===== src/rtl/ssf_pkg.sv =====
// ssf_pkg: shared types and constants of the safety supervisor
// used by ssf_front, ssf_queue, ssf_back and the top level
package ssf_pkg;

  localparam int FaultW = 13;

  localparam logic [2:0] CMD_TICK    = 3'd0;
  localparam logic [2:0] CMD_CHECK   = 3'd1;
  localparam logic [2:0] CMD_ESTOP   = 3'd2;
  localparam logic [2:0] CMD_RECOVER = 3'd3;
  localparam logic [2:0] CMD_CLEAR   = 3'd4;
  localparam logic [2:0] CMD_WDOG    = 3'd5;
  localparam logic [2:0] CMD_DROP    = 3'd6;
  localparam logic [2:0] CMD_LOCK    = 3'd7;

  localparam logic [2:0] ST_NOMINAL    = 3'd0;
  localparam logic [2:0] ST_DEGRADED   = 3'd1;
  localparam logic [2:0] ST_HOLD       = 3'd2;
  localparam logic [2:0] ST_RECOVERING = 3'd3;
  localparam logic [2:0] ST_FATAL      = 3'd4;
  localparam logic [2:0] ST_STARTUP    = 3'd5;

  localparam logic [12:0] F_IMU_TO  = 13'h0001;
  localparam logic [12:0] F_EMG_TO  = 13'h0002;
  localparam logic [12:0] F_IMU_NC  = 13'h0004;
  localparam logic [12:0] F_EMG_NC  = 13'h0008;
  localparam logic [12:0] F_IMU_BUS = 13'h0010;
  localparam logic [12:0] F_HEAP    = 13'h0020;
  localparam logic [12:0] F_STACK   = 13'h0040;
  localparam logic [12:0] F_QUEUE   = 13'h0080;
  localparam logic [12:0] F_RATE    = 13'h0100;
  localparam logic [12:0] F_WDT     = 13'h0200;
  localparam logic [12:0] F_USER    = 13'h0400;
  localparam logic [12:0] F_SERVO   = 13'h0800;
  localparam logic [12:0] F_INIT    = 13'h1000;

  localparam logic [12:0] CRIT_MASK = F_WDT | F_USER | F_INIT;
  localparam logic [12:0] HARD_MASK = F_WDT | F_IMU_BUS | F_INIT;
  localparam logic [12:0] SOFT_MASK = F_USER | F_RATE;
  localparam logic [12:0] DEGRADE_MASK = F_IMU_TO | F_EMG_TO | F_IMU_NC | F_EMG_NC | F_QUEUE
                                       | F_RATE | F_HEAP | F_STACK | F_IMU_BUS | F_SERVO;

  localparam logic [2:0] REG_WDOG   = 3'd0;
  localparam logic [2:0] REG_QLIMIT = 3'd1;
  localparam logic [2:0] REG_NAD    = 3'd2;
  localparam logic [2:0] REG_SRC    = 3'd3;
  localparam logic [2:0] REG_IMU    = 3'd4;
  localparam logic [2:0] REG_EMG    = 3'd5;
  localparam logic [2:0] REG_HEAP   = 3'd6;
  localparam logic [2:0] REG_SETTLE = 3'd7;

  typedef struct packed {
    logic        wdog_forces;
    logic [15:0] qlimit;
    logic        nad;
    logic [5:0]  src_mask;
    logic [15:0] imu_stale;
    logic [15:0] emg_stale;
    logic [31:0] heap_floor;
    logic [15:0] settle;
  } cfg_t;

  // classified item passed from front to back
  typedef struct packed {
    logic [2:0]  command;
    logic [31:0] time_ms;
    logic [3:0]  imu_flags;
    logic        imu_stale;   // sample age over limit, pre-computed
    logic [3:0]  emg_flags;
    logic        emg_stale;
    logic [31:0] free_heap;
    logic        heap_under;
    logic        cmd_is_estop;
    logic [1:0]  cmd_priority;
    logic [2:0]  cmd_source;
    logic [12:0] estop_cause;
    logic        lock_value;
  } item_t;

  typedef struct packed {
    logic        accepted;
    logic [2:0]  safety_state;
    logic [12:0] active_faults;
    logic [12:0] latched_faults;
    logic        imu_ok;
    logic        emg_ok;
    logic        stop_motion;
    logic        state_changed;
    logic [31:0] lowest_heap;
    logic [15:0] estop_total;
    logic [15:0] degraded_total;
    logic [15:0] recovery_total;
  } result_t;

endpackage


===== src/rtl/ssf_front.sv =====
// ssf_front: input register and classification of sensor age and heap level
// depends on ssf_pkg
module ssf_front (
  input  logic                clk,
  input  logic                rst_n,
  input  logic                in_tvalid,
  output logic                in_tready,
  input  logic [2:0]          command,
  input  logic [31:0]         time_ms,
  input  logic [3:0]          imu_flags,
  input  logic [31:0]         imu_sample_ms,
  input  logic [3:0]          emg_flags,
  input  logic [31:0]         emg_sample_ms,
  input  logic [31:0]         free_heap,
  input  logic                cmd_is_estop,
  input  logic [1:0]          cmd_priority,
  input  logic [2:0]          cmd_source,
  input  logic [12:0]         estop_cause,
  input  logic                lock_value,
  input  ssf_pkg::cfg_t       cfg,
  output logic                f_valid,
  input  logic                f_ready,
  output ssf_pkg::item_t      f_item
);
  logic           valid_r;
  ssf_pkg::item_t item_r, item_nxt;
  logic [31:0]    imu_age, emg_age;

  assign in_tready = !valid_r || f_ready;
  assign imu_age = time_ms - imu_sample_ms;
  assign emg_age = time_ms - emg_sample_ms;

  always_comb begin
    item_nxt.command      = command;
    item_nxt.time_ms      = time_ms;
    item_nxt.imu_flags    = imu_flags;
    item_nxt.imu_stale    = (imu_sample_ms != 32'd0) && (imu_age > {16'd0, cfg.imu_stale});
    item_nxt.emg_flags    = emg_flags;
    item_nxt.emg_stale    = (emg_sample_ms != 32'd0) && (emg_age > {16'd0, cfg.emg_stale});
    item_nxt.free_heap    = free_heap;
    item_nxt.heap_under   = free_heap < cfg.heap_floor;
    item_nxt.cmd_is_estop = cmd_is_estop;
    item_nxt.cmd_priority = cmd_priority;
    item_nxt.cmd_source   = cmd_source;
    item_nxt.estop_cause  = estop_cause;
    item_nxt.lock_value   = lock_value;
  end

  always_ff @(posedge clk) begin
    if (!rst_n) begin
      valid_r <= 1'b0;
    end else if (in_tready) begin
      valid_r <= in_tvalid;
    end
    if (in_tvalid && in_tready) begin
      item_r <= item_nxt;
    end
  end

  assign f_valid = valid_r;
  assign f_item  = item_r;
endmodule


===== src/rtl/ssf_queue.sv =====
// ssf_queue: two-entry queue between front and back
// depends on ssf_pkg
module ssf_queue (
  input  logic           clk,
  input  logic           rst_n,
  input  logic           w_valid,
  output logic           w_ready,
  input  ssf_pkg::item_t w_item,
  output logic           r_valid,
  input  logic           r_ready,
  output ssf_pkg::item_t r_item
);
  ssf_pkg::item_t mem_r [2];
  logic           wp_r, rp_r;
  logic [1:0]     cnt_r;
  logic           push, pop;

  assign w_ready = cnt_r != 2'd2;
  assign r_valid = cnt_r != 2'd0;
  assign r_item  = mem_r[rp_r];
  assign push = w_valid && w_ready;
  assign pop  = r_valid && r_ready;

  always_ff @(posedge clk) begin
    if (!rst_n) begin
      wp_r  <= 1'b0;
      rp_r  <= 1'b0;
      cnt_r <= 2'd0;
    end else begin
      if (push) wp_r <= !wp_r;
      if (pop) rp_r <= !rp_r;
      cnt_r <= cnt_r + {1'b0, push} - {1'b0, pop};
    end
    if (push) mem_r[wp_r] <= w_item;
  end
endmodule


===== src/rtl/ssf_back.sv =====
// ssf_back: supervisor state, fault masks, counters and result register
// depends on ssf_pkg
module ssf_back #(
  parameter int DROP_WINDOW_MS = 5000,
  parameter int COUNTER_BITS   = 16
) (
  input  logic             clk,
  input  logic             rst_n,
  input  ssf_pkg::cfg_t    cfg,
  input  logic             q_valid,
  output logic             q_ready,
  input  ssf_pkg::item_t   q_item,
  output logic             o_valid,
  input  logic             o_ready,
  output ssf_pkg::result_t o_res
);
  localparam logic [COUNTER_BITS-1:0] CntMax = '1;
  localparam logic [31:0] WinMs = 32'(DROP_WINDOW_MS);

  logic [2:0]  mode_r, mode_nxt;
  logic [12:0] act_r, act_nxt, lat_r, lat_nxt;
  logic [31:0] prev_r, prev_nxt, rstart_r, rstart_nxt, win_r, win_nxt, heapmin_r, heapmin_nxt;
  logic [15:0] drops_r, drops_nxt;
  logic        wpend_r, wpend_nxt, lock_r, lock_nxt;
  logic [1:0]  health_r, health_nxt;
  logic [COUNTER_BITS-1:0] c0_r, c0_nxt, c1_r, c1_nxt, c2_r, c2_nxt;
  logic        ovalid_r;
  ssf_pkg::result_t res_r, res_nxt;
  logic        take;

  assign q_ready = !ovalid_r || o_ready;
  assign take = q_valid && q_ready;

  always_comb begin
    logic [2:0]  tgt;
    logic        acc, stop, chg, hw, ok;
    logic [12:0] m;
    ssf_pkg::item_t it;
    it = q_item;
    mode_nxt = mode_r; act_nxt = act_r; lat_nxt = lat_r; prev_nxt = prev_r;
    rstart_nxt = rstart_r; win_nxt = win_r; heapmin_nxt = heapmin_r;
    drops_nxt = drops_r; wpend_nxt = wpend_r; lock_nxt = lock_r; health_nxt = health_r;
    c0_nxt = c0_r; c1_nxt = c1_r; c2_nxt = c2_r;
    acc = 1'b0; stop = 1'b0; chg = 1'b0; tgt = mode_r; hw = 1'b0; ok = 1'b0; m = '0;
    unique case (it.command)
      ssf_pkg::CMD_TICK: begin
        // raise only sets latched when newly active
        if (wpend_r) begin
          wpend_nxt = 1'b0;
          if (!act_nxt[9]) lat_nxt = lat_nxt | ssf_pkg::F_WDT;
          act_nxt = act_nxt | ssf_pkg::F_WDT;
          if (cfg.wdog_forces && mode_nxt != ssf_pkg::ST_HOLD) begin
            mode_nxt = ssf_pkg::ST_HOLD;
            chg = 1'b1;
          end
          if (cfg.wdog_forces) stop = 1'b1;
        end
        // imu
        if (!it.imu_flags[0]) health_nxt[0] = 1'b1;
        else if (!it.imu_flags[1]) health_nxt[0] = 1'b0;
        else if (it.imu_stale || it.imu_flags[2]) begin
          health_nxt[0] = 1'b0;
          hw = it.imu_flags[2];
          if (hw && !act_nxt[4]) begin
            act_nxt = act_nxt | ssf_pkg::F_IMU_BUS; lat_nxt = lat_nxt | ssf_pkg::F_IMU_BUS;
          end
          if (it.imu_stale && !act_nxt[0]) begin
            act_nxt = act_nxt | ssf_pkg::F_IMU_TO; lat_nxt = lat_nxt | ssf_pkg::F_IMU_TO;
          end
        end else begin
          health_nxt[0] = 1'b1;
          act_nxt = act_nxt & ~(ssf_pkg::F_IMU_TO | ssf_pkg::F_IMU_BUS);
          if (it.imu_flags[3]) act_nxt = act_nxt & ~ssf_pkg::F_IMU_NC;
          else if (!act_nxt[2]) begin
            act_nxt = act_nxt | ssf_pkg::F_IMU_NC; lat_nxt = lat_nxt | ssf_pkg::F_IMU_NC;
          end
        end
        // emg
        if (!it.emg_flags[0]) health_nxt[1] = 1'b1;
        else if (!it.emg_flags[1]) health_nxt[1] = 1'b0;
        else if (it.emg_stale || it.emg_flags[2]) begin
          health_nxt[1] = 1'b0;
          if (!act_nxt[1]) begin
            act_nxt = act_nxt | ssf_pkg::F_EMG_TO; lat_nxt = lat_nxt | ssf_pkg::F_EMG_TO;
          end
        end else begin
          health_nxt[1] = 1'b1;
          act_nxt = act_nxt & ~ssf_pkg::F_EMG_TO;
          if (it.emg_flags[3]) act_nxt = act_nxt & ~ssf_pkg::F_EMG_NC;
          else if (!act_nxt[3]) begin
            act_nxt = act_nxt | ssf_pkg::F_EMG_NC; lat_nxt = lat_nxt | ssf_pkg::F_EMG_NC;
          end
        end
        // heap
        if (it.free_heap < heapmin_r) heapmin_nxt = it.free_heap;
        if (it.heap_under) begin
          if (!act_nxt[5]) begin
            act_nxt = act_nxt | ssf_pkg::F_HEAP; lat_nxt = lat_nxt | ssf_pkg::F_HEAP;
          end
        end else act_nxt = act_nxt & ~ssf_pkg::F_HEAP;
        // queue drop window
        if ((it.time_ms - win_r) > WinMs) begin
          if (drops_r > cfg.qlimit) begin
            if (!act_nxt[7]) begin
              act_nxt = act_nxt | ssf_pkg::F_QUEUE; lat_nxt = lat_nxt | ssf_pkg::F_QUEUE;
            end
          end else act_nxt = act_nxt & ~ssf_pkg::F_QUEUE;
          drops_nxt = '0;
          win_nxt = it.time_ms;
        end
        // target state, settle timer uses previous tick time
        m = act_nxt;
        if ((m & ssf_pkg::CRIT_MASK) != '0 && mode_nxt != ssf_pkg::ST_RECOVERING)
          tgt = ssf_pkg::ST_HOLD;
        else if (mode_nxt == ssf_pkg::ST_RECOVERING)
          tgt = (m == '0 && (prev_r - rstart_r) > {16'd0, cfg.settle})
              ? ssf_pkg::ST_NOMINAL : ssf_pkg::ST_RECOVERING;
        else if (mode_nxt == ssf_pkg::ST_HOLD) tgt = ssf_pkg::ST_HOLD;
        else if ((m & ssf_pkg::DEGRADE_MASK) != '0) tgt = ssf_pkg::ST_DEGRADED;
        else tgt = ssf_pkg::ST_NOMINAL;
        if (tgt != mode_nxt) begin
          if (tgt == ssf_pkg::ST_DEGRADED && c1_r != CntMax) c1_nxt = c1_r + 1'b1;
          if (mode_nxt == ssf_pkg::ST_RECOVERING && tgt == ssf_pkg::ST_NOMINAL && c2_r != CntMax)
            c2_nxt = c2_r + 1'b1;
          mode_nxt = tgt;
          chg = 1'b1;
        end
        prev_nxt = it.time_ms;
      end
      ssf_pkg::CMD_CHECK: begin
        if (it.cmd_is_estop) ok = 1'b1;
        else if (lock_r || mode_r == ssf_pkg::ST_FATAL) ok = 1'b0;
        else if (mode_r == ssf_pkg::ST_HOLD)
          ok = it.cmd_priority == 2'd3 && it.cmd_source <= 3'd5
             && cfg.src_mask[it.cmd_source];
        else if (mode_r == ssf_pkg::ST_STARTUP || mode_r == ssf_pkg::ST_RECOVERING)
          ok = it.cmd_priority == 2'd3;
        else if (mode_r == ssf_pkg::ST_DEGRADED && !cfg.nad && !it.cmd_priority[1]) ok = 1'b0;
        else if (it.cmd_source == 3'd2 && (act_r & (ssf_pkg::F_IMU_TO | ssf_pkg::F_IMU_BUS)) != '0)
          ok = 1'b0;
        else if (it.cmd_source == 3'd1 && act_r[1]) ok = 1'b0;
        else ok = 1'b1;
        acc = ok;
      end
      ssf_pkg::CMD_ESTOP: begin
        stop = 1'b1;
        act_nxt = act_r | it.estop_cause;
        lat_nxt = lat_r | it.estop_cause;
        if (c0_r != CntMax) c0_nxt = c0_r + 1'b1;
        if (mode_r != ssf_pkg::ST_HOLD) begin
          mode_nxt = ssf_pkg::ST_HOLD; chg = 1'b1;
        end
      end
      ssf_pkg::CMD_RECOVER: begin
        if ((mode_r == ssf_pkg::ST_HOLD || mode_r == ssf_pkg::ST_DEGRADED)
            && (act_r & ssf_pkg::HARD_MASK) == '0) begin
          act_nxt = act_r & ~ssf_pkg::SOFT_MASK;
          rstart_nxt = it.time_ms;
          mode_nxt = ssf_pkg::ST_RECOVERING;
          chg = 1'b1;
          acc = 1'b1;
        end
      end
      ssf_pkg::CMD_CLEAR: lat_nxt = '0;
      ssf_pkg::CMD_WDOG:  wpend_nxt = 1'b1;
      ssf_pkg::CMD_DROP:  if (drops_r != 16'hFFFF) drops_nxt = drops_r + 16'd1;
      default: begin
        lock_nxt = it.lock_value;
        stop = it.lock_value;
      end
    endcase
    res_nxt.accepted       = acc;
    res_nxt.safety_state   = mode_nxt;
    res_nxt.active_faults  = act_nxt;
    res_nxt.latched_faults = lat_nxt;
    res_nxt.imu_ok         = health_nxt[0];
    res_nxt.emg_ok         = health_nxt[1];
    res_nxt.stop_motion    = stop;
    res_nxt.state_changed  = chg;
    res_nxt.lowest_heap    = heapmin_nxt;
    res_nxt.estop_total    = 16'(c0_nxt);
    res_nxt.degraded_total = 16'(c1_nxt);
    res_nxt.recovery_total = 16'(c2_nxt);
  end

  always_ff @(posedge clk) begin
    if (!rst_n) begin
      mode_r <= ssf_pkg::ST_NOMINAL; act_r <= '0; lat_r <= '0; prev_r <= '0;
      rstart_r <= '0; win_r <= '0; heapmin_r <= '1; drops_r <= '0; wpend_r <= 1'b0;
      lock_r <= 1'b0; health_r <= 2'b11; c0_r <= '0; c1_r <= '0; c2_r <= '0;
      ovalid_r <= 1'b0;
    end else begin
      if (take) begin
        mode_r <= mode_nxt; act_r <= act_nxt; lat_r <= lat_nxt; prev_r <= prev_nxt;
        rstart_r <= rstart_nxt; win_r <= win_nxt; heapmin_r <= heapmin_nxt;
        drops_r <= drops_nxt; wpend_r <= wpend_nxt; lock_r <= lock_nxt;
        health_r <= health_nxt; c0_r <= c0_nxt; c1_r <= c1_nxt; c2_r <= c2_nxt;
      end
      if (q_ready) ovalid_r <= q_valid;
    end
    if (take) res_r <= res_nxt;
  end

  assign o_valid = ovalid_r;
  assign o_res   = res_r;

  a_latched_covers: assert property (@(posedge clk) disable iff (!rst_n)
    take && q_item.command != ssf_pkg::CMD_CLEAR |=> (res_r.latched_faults & $past(lat_r)) == $past(lat_r))
    else $error("latched faults lost without clear");
  a_stop_estop: assert property (@(posedge clk) disable iff (!rst_n)
    take && q_item.command == ssf_pkg::CMD_ESTOP |=> res_r.stop_motion && mode_r == ssf_pkg::ST_HOLD)
    else $error("estop did not stop and hold");
  a_no_fatal: assert property (@(posedge clk) disable iff (!rst_n)
    mode_r != ssf_pkg::ST_FATAL && mode_r != ssf_pkg::ST_STARTUP)
    else $error("unreachable state entered");
  a_res_hold: assert property (@(posedge clk) disable iff (!rst_n)
    o_valid && !o_ready |=> o_valid && $stable(res_r))
    else $error("result changed while stalled");
endmodule


===== src/rtl/safety_supervisor_fsm_unit.sv =====
// safety_supervisor_fsm_unit: top level of the safety supervisor
// depends on ssf_pkg, ssf_front, ssf_queue, ssf_back
// One event item in, one result item out. Throughput is one item per clock while out_tready
// is high; back-pressure stalls the pipeline. A result passes the front register, then the
// queue entry, then the result register in the back part. The state update in ssf_back sets
// the rate. Registers on the apb port sit at byte address 4*i; write them only while no
// item is in flight.
module safety_supervisor_fsm_unit #(
  parameter int DROP_WINDOW_MS = 5000,
  parameter int COUNTER_BITS   = 16
) (
  input  logic         clk,
  input  logic         rst_n,
  input  logic         in_tvalid,
  output logic         in_tready,
  // command[2:0], time_ms[34:3], imu_flags[38:35], imu_sample_ms[70:39], emg_flags[74:71],
  // emg_sample_ms[106:75], free_heap[138:107], cmd_is_estop[139], cmd_priority[141:140],
  // cmd_source[144:142], estop_cause[157:145], lock_value[158], zero pad to 160
  input  logic [159:0] in_tdata,
  output logic         out_tvalid,
  input  logic         out_tready,
  // accepted[0], safety_state[3:1], active_faults[16:4], latched_faults[29:17], imu_ok[30],
  // emg_ok[31], stop_motion[32], state_changed[33], lowest_heap[65:34],
  // estop_total[81:66], degraded_total[97:82], recovery_total[113:98], pad to 120
  output logic [119:0] out_tdata,
  input  logic         cfg_psel,
  input  logic         cfg_penable,
  input  logic         cfg_pwrite,
  input  logic [4:0]   cfg_paddr,
  input  logic [31:0]  cfg_pwdata,
  output logic [31:0]  cfg_prdata,
  output logic         cfg_pready
);
  ssf_pkg::cfg_t    cfg_r;
  ssf_pkg::item_t   f_item, q_item;
  ssf_pkg::result_t res;
  logic             f_valid, f_ready, q_valid, q_ready;
  logic [2:0]       ridx;

  assign cfg_pready = 1'b1;
  assign ridx = cfg_paddr[4:2];

  // configuration registers, reset to documented defaults
  always_ff @(posedge clk) begin
    if (!rst_n) begin
      cfg_r.wdog_forces <= 1'b1;
      cfg_r.qlimit      <= 16'd10;
      cfg_r.nad         <= 1'b0;
      cfg_r.src_mask    <= 6'd1;
      cfg_r.imu_stale   <= 16'd100;
      cfg_r.emg_stale   <= 16'd200;
      cfg_r.heap_floor  <= 32'd16384;
      cfg_r.settle      <= 16'd1000;
    end else if (cfg_psel && cfg_penable && cfg_pwrite && cfg_pready) begin
      unique case (ridx)
        ssf_pkg::REG_WDOG:   cfg_r.wdog_forces <= cfg_pwdata[0];
        ssf_pkg::REG_QLIMIT: cfg_r.qlimit      <= cfg_pwdata[15:0];
        ssf_pkg::REG_NAD:    cfg_r.nad         <= cfg_pwdata[0];
        ssf_pkg::REG_SRC:    cfg_r.src_mask    <= cfg_pwdata[5:0];
        ssf_pkg::REG_IMU:    cfg_r.imu_stale   <= cfg_pwdata[15:0];
        ssf_pkg::REG_EMG:    cfg_r.emg_stale   <= cfg_pwdata[15:0];
        ssf_pkg::REG_HEAP:   cfg_r.heap_floor  <= cfg_pwdata;
        default:             cfg_r.settle      <= cfg_pwdata[15:0];
      endcase
    end
  end

  always_comb begin
    unique case (ridx)
      ssf_pkg::REG_WDOG:   cfg_prdata = {31'd0, cfg_r.wdog_forces};
      ssf_pkg::REG_QLIMIT: cfg_prdata = {16'd0, cfg_r.qlimit};
      ssf_pkg::REG_NAD:    cfg_prdata = {31'd0, cfg_r.nad};
      ssf_pkg::REG_SRC:    cfg_prdata = {26'd0, cfg_r.src_mask};
      ssf_pkg::REG_IMU:    cfg_prdata = {16'd0, cfg_r.imu_stale};
      ssf_pkg::REG_EMG:    cfg_prdata = {16'd0, cfg_r.emg_stale};
      ssf_pkg::REG_HEAP:   cfg_prdata = cfg_r.heap_floor;
      default:             cfg_prdata = {16'd0, cfg_r.settle};
    endcase
  end

  // front: register the item and precompute sensor age and heap compares
  ssf_front u_front (
    .clk, .rst_n, .in_tvalid, .in_tready,
    .command(in_tdata[2:0]), .time_ms(in_tdata[34:3]), .imu_flags(in_tdata[38:35]),
    .imu_sample_ms(in_tdata[70:39]), .emg_flags(in_tdata[74:71]),
    .emg_sample_ms(in_tdata[106:75]), .free_heap(in_tdata[138:107]),
    .cmd_is_estop(in_tdata[139]), .cmd_priority(in_tdata[141:140]),
    .cmd_source(in_tdata[144:142]), .estop_cause(in_tdata[157:145]),
    .lock_value(in_tdata[158]), .cfg(cfg_r),
    .f_valid, .f_ready, .f_item
  );

  ssf_queue u_queue (
    .clk, .rst_n, .w_valid(f_valid), .w_ready(f_ready), .w_item(f_item),
    .r_valid(q_valid), .r_ready(q_ready), .r_item(q_item)
  );

  // back: the supervisor state machine and counters
  ssf_back #(.DROP_WINDOW_MS(DROP_WINDOW_MS), .COUNTER_BITS(COUNTER_BITS)) u_back (
    .clk, .rst_n, .cfg(cfg_r), .q_valid, .q_ready, .q_item,
    .o_valid(out_tvalid), .o_ready(out_tready), .o_res(res)
  );

  assign out_tdata = {6'd0, res.recovery_total, res.degraded_total, res.estop_total,
                      res.lowest_heap, res.state_changed, res.stop_motion, res.emg_ok,
                      res.imu_ok, res.latched_faults, res.active_faults,
                      res.safety_state, res.accepted};
endmodule

===== config.mk =====
export PLATFORM = sky130hd
export DESIGN_NAME = safety_supervisor_fsm_unit
export DESIGN_NICKNAME = d
export VERILOG_FILES = /design/src/rtl/ssf_pkg.sv /design/src/rtl/ssf_front.sv /design/src/rtl/ssf_queue.sv /design/src/rtl/ssf_back.sv /design/src/rtl/safety_supervisor_fsm_unit.sv
export SDC_FILE = /design/constraint.sdc
export NUM_CORES = 2
export LEC_CHECK = 0
export ABC_AREA = 1
export BUFFER_PORTS_ARGS = -buffer_cell sky130_fd_sc_hd__buf_2
export CELL_PAD_IN_SITES_DETAIL_PLACEMENT = 0
export CELL_PAD_IN_SITES_GLOBAL_PLACEMENT = 1
export CORE_ASPECT_RATIO = 1.25
export CORE_MARGIN = 1
export CORE_UTILIZATION = 45
export DETAILED_ROUTE_END_ITERATION = 6
export PLACE_DENSITY_LB_ADDON = 0.1
export SYNTH_ARGS = -nofsm -noshare
export SYNTH_HDL_FRONTEND = slang
export SYNTH_HIERARCHICAL = 1
export SYNTH_SLANG_ARGS = --single-unit

===== constraint.sdc =====
create_clock -name clk -period 8.15 [get_ports clk]
set_clock_uncertainty 0.2 [all_clocks]
set_input_delay 0.815 -clock clk [delete_from_list [all_inputs] [get_ports clk]]
set_output_delay 0.815 -clock clk [all_outputs]
set_load 0.1 [all_outputs]

Word level (Yosys, flattened, before mapping)
Memory sizes are Yosys's and may differ from the RTL's. A register that Yosys moved wholly into a read port is not among the register bits.
Cells that the tools add are included.
{"block": "word_totals", "register_bits": 547, "ramBits": 196, "inputBits": 204, "output_inout_bits": 155, "elab_cells": 280, "mem_count": 1}
{"block": "classes", "add_sub_neg": 10, "magnitude_cmp": 9, "n_eq_ne": 33, "muxes": 104, "n_bitwise": 4, "n_reduce_logical": 67}
{"memory": "u_queue.mem_r", "words": 2, "word_bits": 98, "rd": 1, "rd_clocked_by_memory_dff": 1, "wr": 1, "line_no": "ssf_queue.sv:13", "source": "ssf_pkg::item_t mem_r [2];"}
{"op": "32-bit case mux with 7 select lines", "n": 1}
{"op": "16-bit 2-to-1 mux", "n": 10}
{"op": "13-bit 2-to-1 mux", "n": 12}
{"op": "32-bit subtractor", "n": 4}
{"op": "32-bit by 16-bit greater-than comparator with 1-bit output", "n": 3}
{"op": "13-bit case mux with 3 select lines", "n": 2}
{"op": "16-bit by 1-bit adder with 16-bit output (second input constant)", "n": 4}
{"op": "32-bit < comparator", "n": 2}
{"op": "32-bit 2-to-1 mux", "n": 2}
{"op": "16-bit != test (second input constant)", "n": 4}
{"op": "32-bit nonzero test", "n": 2}
{"op": "8-bit 2-to-1 mux", "n": 5}
{"op": "3-bit 2-to-1 mux", "n": 13}
{"op": "13-bit nonzero test", "n": 3}
{"op": "4-bit 2-to-1 mux", "n": 9}
{"op": "32-bit by 13-bit greater-than comparator with 1-bit output (second input constant)", "n": 1}
{"op": "16-bit case mux with 2 select lines", "n": 1}
{"op": "10-bit 2-to-1 mux", "n": 3}
{"op": "1-bit 2-to-1 mux", "n": 28}
{"op": "3-bit by 2-bit == test with 1-bit output (second input constant)", "n": 9}
{"op": "13-bit zero test", "n": 2}
{"op": "13-bit bitwise OR", "n": 2}
{"op": "5-bit 2-to-1 mux", "n": 5}
{"op": "3-bit == test (second input constant)", "n": 8}
{"op": "29 further kinds", "n": 92}

Logic depth before layout (Yosys ltp)
{"block": "logic_depth", "word_depth": 38, "mapped_depth": 36, "mapped_depth_nobuf": 33}

Hierarchy
The synthesis kept the hierarchy.
{"mod": "ssf_back", "n_inst": 1, "cells_per_inst": 3070, "area_per_inst_um2": 21383.0, "seq_area_each_um2": 7947.6}
{"mod": "ssf_front", "n_inst": 1, "cells_per_inst": 1467, "area_per_inst_um2": 9882.0, "seq_area_each_um2": 2962.8}
{"mod": "ssf_queue", "n_inst": 1, "cells_per_inst": 341, "area_per_inst_um2": 7377.1, "seq_area_each_um2": 5985.7}
{"mod": "safety_supervisor_fsm_unit", "n_inst": 1, "cells_per_inst": 681, "area_per_inst_um2": 4649.5, "seq_area_each_um2": 2082.0}

Least setup slack after synthesis
OpenSTA, ideal clock, no wires.
{"block": "synth_timing", "path_kind": "input -> register", "startpoint": "in in_tvalid", "endpoint": "reg u_front.item_r, in the netlist u_front/f_item[0], enable pin", "setup_time_ps": 587, "arrival_ps": 5584, "required_ps": 7363, "path_slack_ps": 1780, "cell_stages": 2, "n_path_buf": 0, "cell_sequence": "inv_1 > a21oi_1"}
{"block": "synth_via", "elab_chain_len": 1}
{"item": "from (decl)", "line_no": "safety_supervisor_fsm_unit.sv:14", "source": "input logic in_tvalid,"}
{"item": "1-bit logical AND", "line_no": "ssf_front.sv:55", "source": "if (in_tvalid && in_tready) begin"}
{"item": "to (signal assigned)", "line_no": "ssf_front.sv:56", "source": "item_r <= item_nxt;"}
{"item": "to (decl)", "line_no": "ssf_front.sv:26", "source": "ssf_pkg::item_t item_r, item_nxt;"}
Every way passes these cells.
A chain may end at the register's enable or synchronous reset.

==> impl_metrics.ini <==
[outcome]
status = completed

[sta]
rsz0062_at_grt = no
max_freq_mhz = 175
final.min_clock_period_ps = 5700
maxSlewHeadroom_pct = 23.5
setup_viol = 0
worstMarginPinSlew_ps = 1140
setup_tns_ps = 0
period_share_pct = 70.0
hold_viol = 0
report.final.slew_viol_count = 0

[die]
pin_count = 359
initial_core_util_pct = 45.6
die_area_um2 = 97500
core_area_um2 = 94900
die_w_um = 279
rows = 126
die_h_um = 349

[global_route]
antenna_found_initial = 6
grt-ovfl-total = 0
grt_util_all_layers_pct = 25.8
grt_max_degree = 137
grt_pass1_vias = 34500
grt_pass1_wl_um = 196000

[logic_synthesis]
synthCells = 5559
avgSynthCellArea_um2 = 7.79
synth_top_cell_by_area = edfxtp_1
async_flop_share_pct = 0
synth_area_um2 = 43300
synth_edf_count = 408
ys_seq_area_share_pct = 43.8
synth_warnings = 6
synth_area_leaders = edfxtp_1 (28%), dfxtp_1 (16%), nand2_1 (12%)
ys_seq_elements = 744
synthFlopType = edfxtp_1
synth_top_area_share_pct = 28.3
ys_types = 67

[placement]
port_buffers = 348
placed_cell_area_um2 = 46200
dp_hpwl_um = 98000
gp_congestion = 0.938

[cts]
htreeDepth = 3
clk_path_buf_depth = 3
numCtsBuffers = 80
cts_hold_buf = 0
cts_resized = 0
cts-root-buf = clkbuf_16
clk_pin_slew_ps = 60
cts.sinks = 744
insertion_delay_ps = 650
cts_setup_buffers = 0
cts_tree = built

[setup_path]
start_kind = register
worstPathArrival_ps = 6040
max_stage_delay_ps = 840
cp_max_fo = 46
path_common_cell = nand2_1
crit_type = register to register
crit_slowest_cell = dfxtp_4
required_ps = 8490
end_kind = register
r2r_cells = 31

[route]
antenna_left = 0
dr.pass1.iters = 5
route.detailed.drc = 0
drt-total-wl_um = 126000
vias = 36300
drt-initial-drc-count = 2401
vias_per_cell = 5.03
wire_per_inst_um = 17.5

[pwr]
ir_worst_vdd_mv = 0.279
p_leak_uw = 0.0231
p_total_uw = 17200
powerDensity_nw_per_um2 = 352

[cells_and_area]
area_growth_pct = 12.8
nets = 6324
final_area_um2 = 48800
fill_cells = 9455
drive_gt1_share_pct = 11.7

[min_path]
hold_path.class = input port to register
holdPathStages = 1

[flow_run]
drv_cap = 0
-- through the flow --
stage	hold slack (ps)	setup WS (ps)	std cells	util, %
floorplan	221	1780	5564	-
global placement	222	2400	7059	48.6
detailed placement	230	2420	7059	48.6
CTS	103	2410	7208	51.5
global route	120	1810	7209	51.5
finish	140	2450	7210	51.5
-- layout make-up --
class	instances	area (um2)	share of cell area [%]
multi-input cells	3714	20100	41.1
flip-flops and latches	744	19000	38.9
inverters	952	3590	7.34
clock buffers	116	2260	4.63
repair buffers	369	1910	3.90
well taps	1280	1600	3.28
clock inverters	33	417	0.853
diodes	2	5.00	0.0102
-- layout by cell type, fill, tap and decap left out, drive strengths merged, types with 6 or more instances in the layout --
cell,n
clkbuf,116
a21boi,9
nand2,1419
nand3b,17
nor3,62
ha,255
mux2,98
a21o,10
xor2,84
dfxtp,336
clkinvlp,6
a21oi,329
a211oi,14
and2,7
clkinv,19
nand4,103
buf,369
nor2,545
nor4,23
o21bai,19
inv,955
o211ai,47
nand3,278
o21ai,331
conb,7
edfxtp,408
xnor2,12
-- state kept, by name (all words and copies together) (netlist names), 32 cells and up, named ones only --
signal	count
u_back/rstart_r	32
u_back/prev_r	32
cfg_r	104
u_queue/mem_r	196
u_back/win_r	32
u_back/o_res	114
u_back/heapmin_r	32
u_front/f_item	98
-- worst max-delay path, delay by kind of cell, from the launching register on --
family	cells	cell delay, ps
compound gates	1	80
fa+ha+maj	2	620
buf+inv	4	430
flops	1	840
mux	1	430
simple gates	23	2940
-- synthesized netlist by cell type (24+ instances only) --
cell,count
nor3_1,54
nand3_1,270
clkbuf_1,94
nor2_1,527
nand4_1,103
o21ai_0,285
a21oi_1,327
nand2_1,1393
xor2_1,84
dfxtp_1,336
mux2_2,78
o21ai_1,37
nand2_2,24
buf_2,34
edfxtp_1,408
ha_1,255
inv_1,931
o211ai_1,47
-- final timing paths --
path	from	end	slack [ps]
worst min-delay path	in_tdata[148]	u_front/f_item[4]	140
worst max-delay path	register	u_back/c1_r[2]	2450
worst max register to register	register	u_back/c1_r[2]	2450
worst min register to register	u_front/f_item[37]	u_queue/mem_r[0][37]	240
-- kinds of logic (layout without fill, tap and decap cells) --
| group | after synthesis | in the layout | synth area share [%] |
|---|---|---|---|
| AO/OA/AOI/OAI | 789 | 789 | 10.0 |
| XOR/XNOR | 96 | 96 | 1.94 |
| adder cells (fa/ha/maj) | 259 | 259 | 7.55 |
| buffers and inverters | 1106 | 1470 | 9.95 |
| flip-flops | 744 | 744 | 43.8 |
| multiplexers | 98 | 98 | 2.72 |
| other | 2 | 9 | 0.0173 |
| AND/OR/NAND/NOR | 2465 | 2465 | 24.0 |
-- report_power, final --
part	total, uW	internal [uW]	switching, uW	leakage, uW
Combinational	8200	2090	6110	0.0153
Clock	3670	2120	1560	0.00129
Sequential	5320	4910	406	0.00656
Total	17200	9120	8070	0.0231
-- routing by layer --
layer,share of wire [%],GRT usage (%),wire length [um]
met1,43,31.5,54100
met2,50,46.5,63100
met3,3.8,3.10,4850
met4,3.5,9.16,4420
met5,0.039,0,49
No activity file was read; power rests on OpenSTA's default activity.
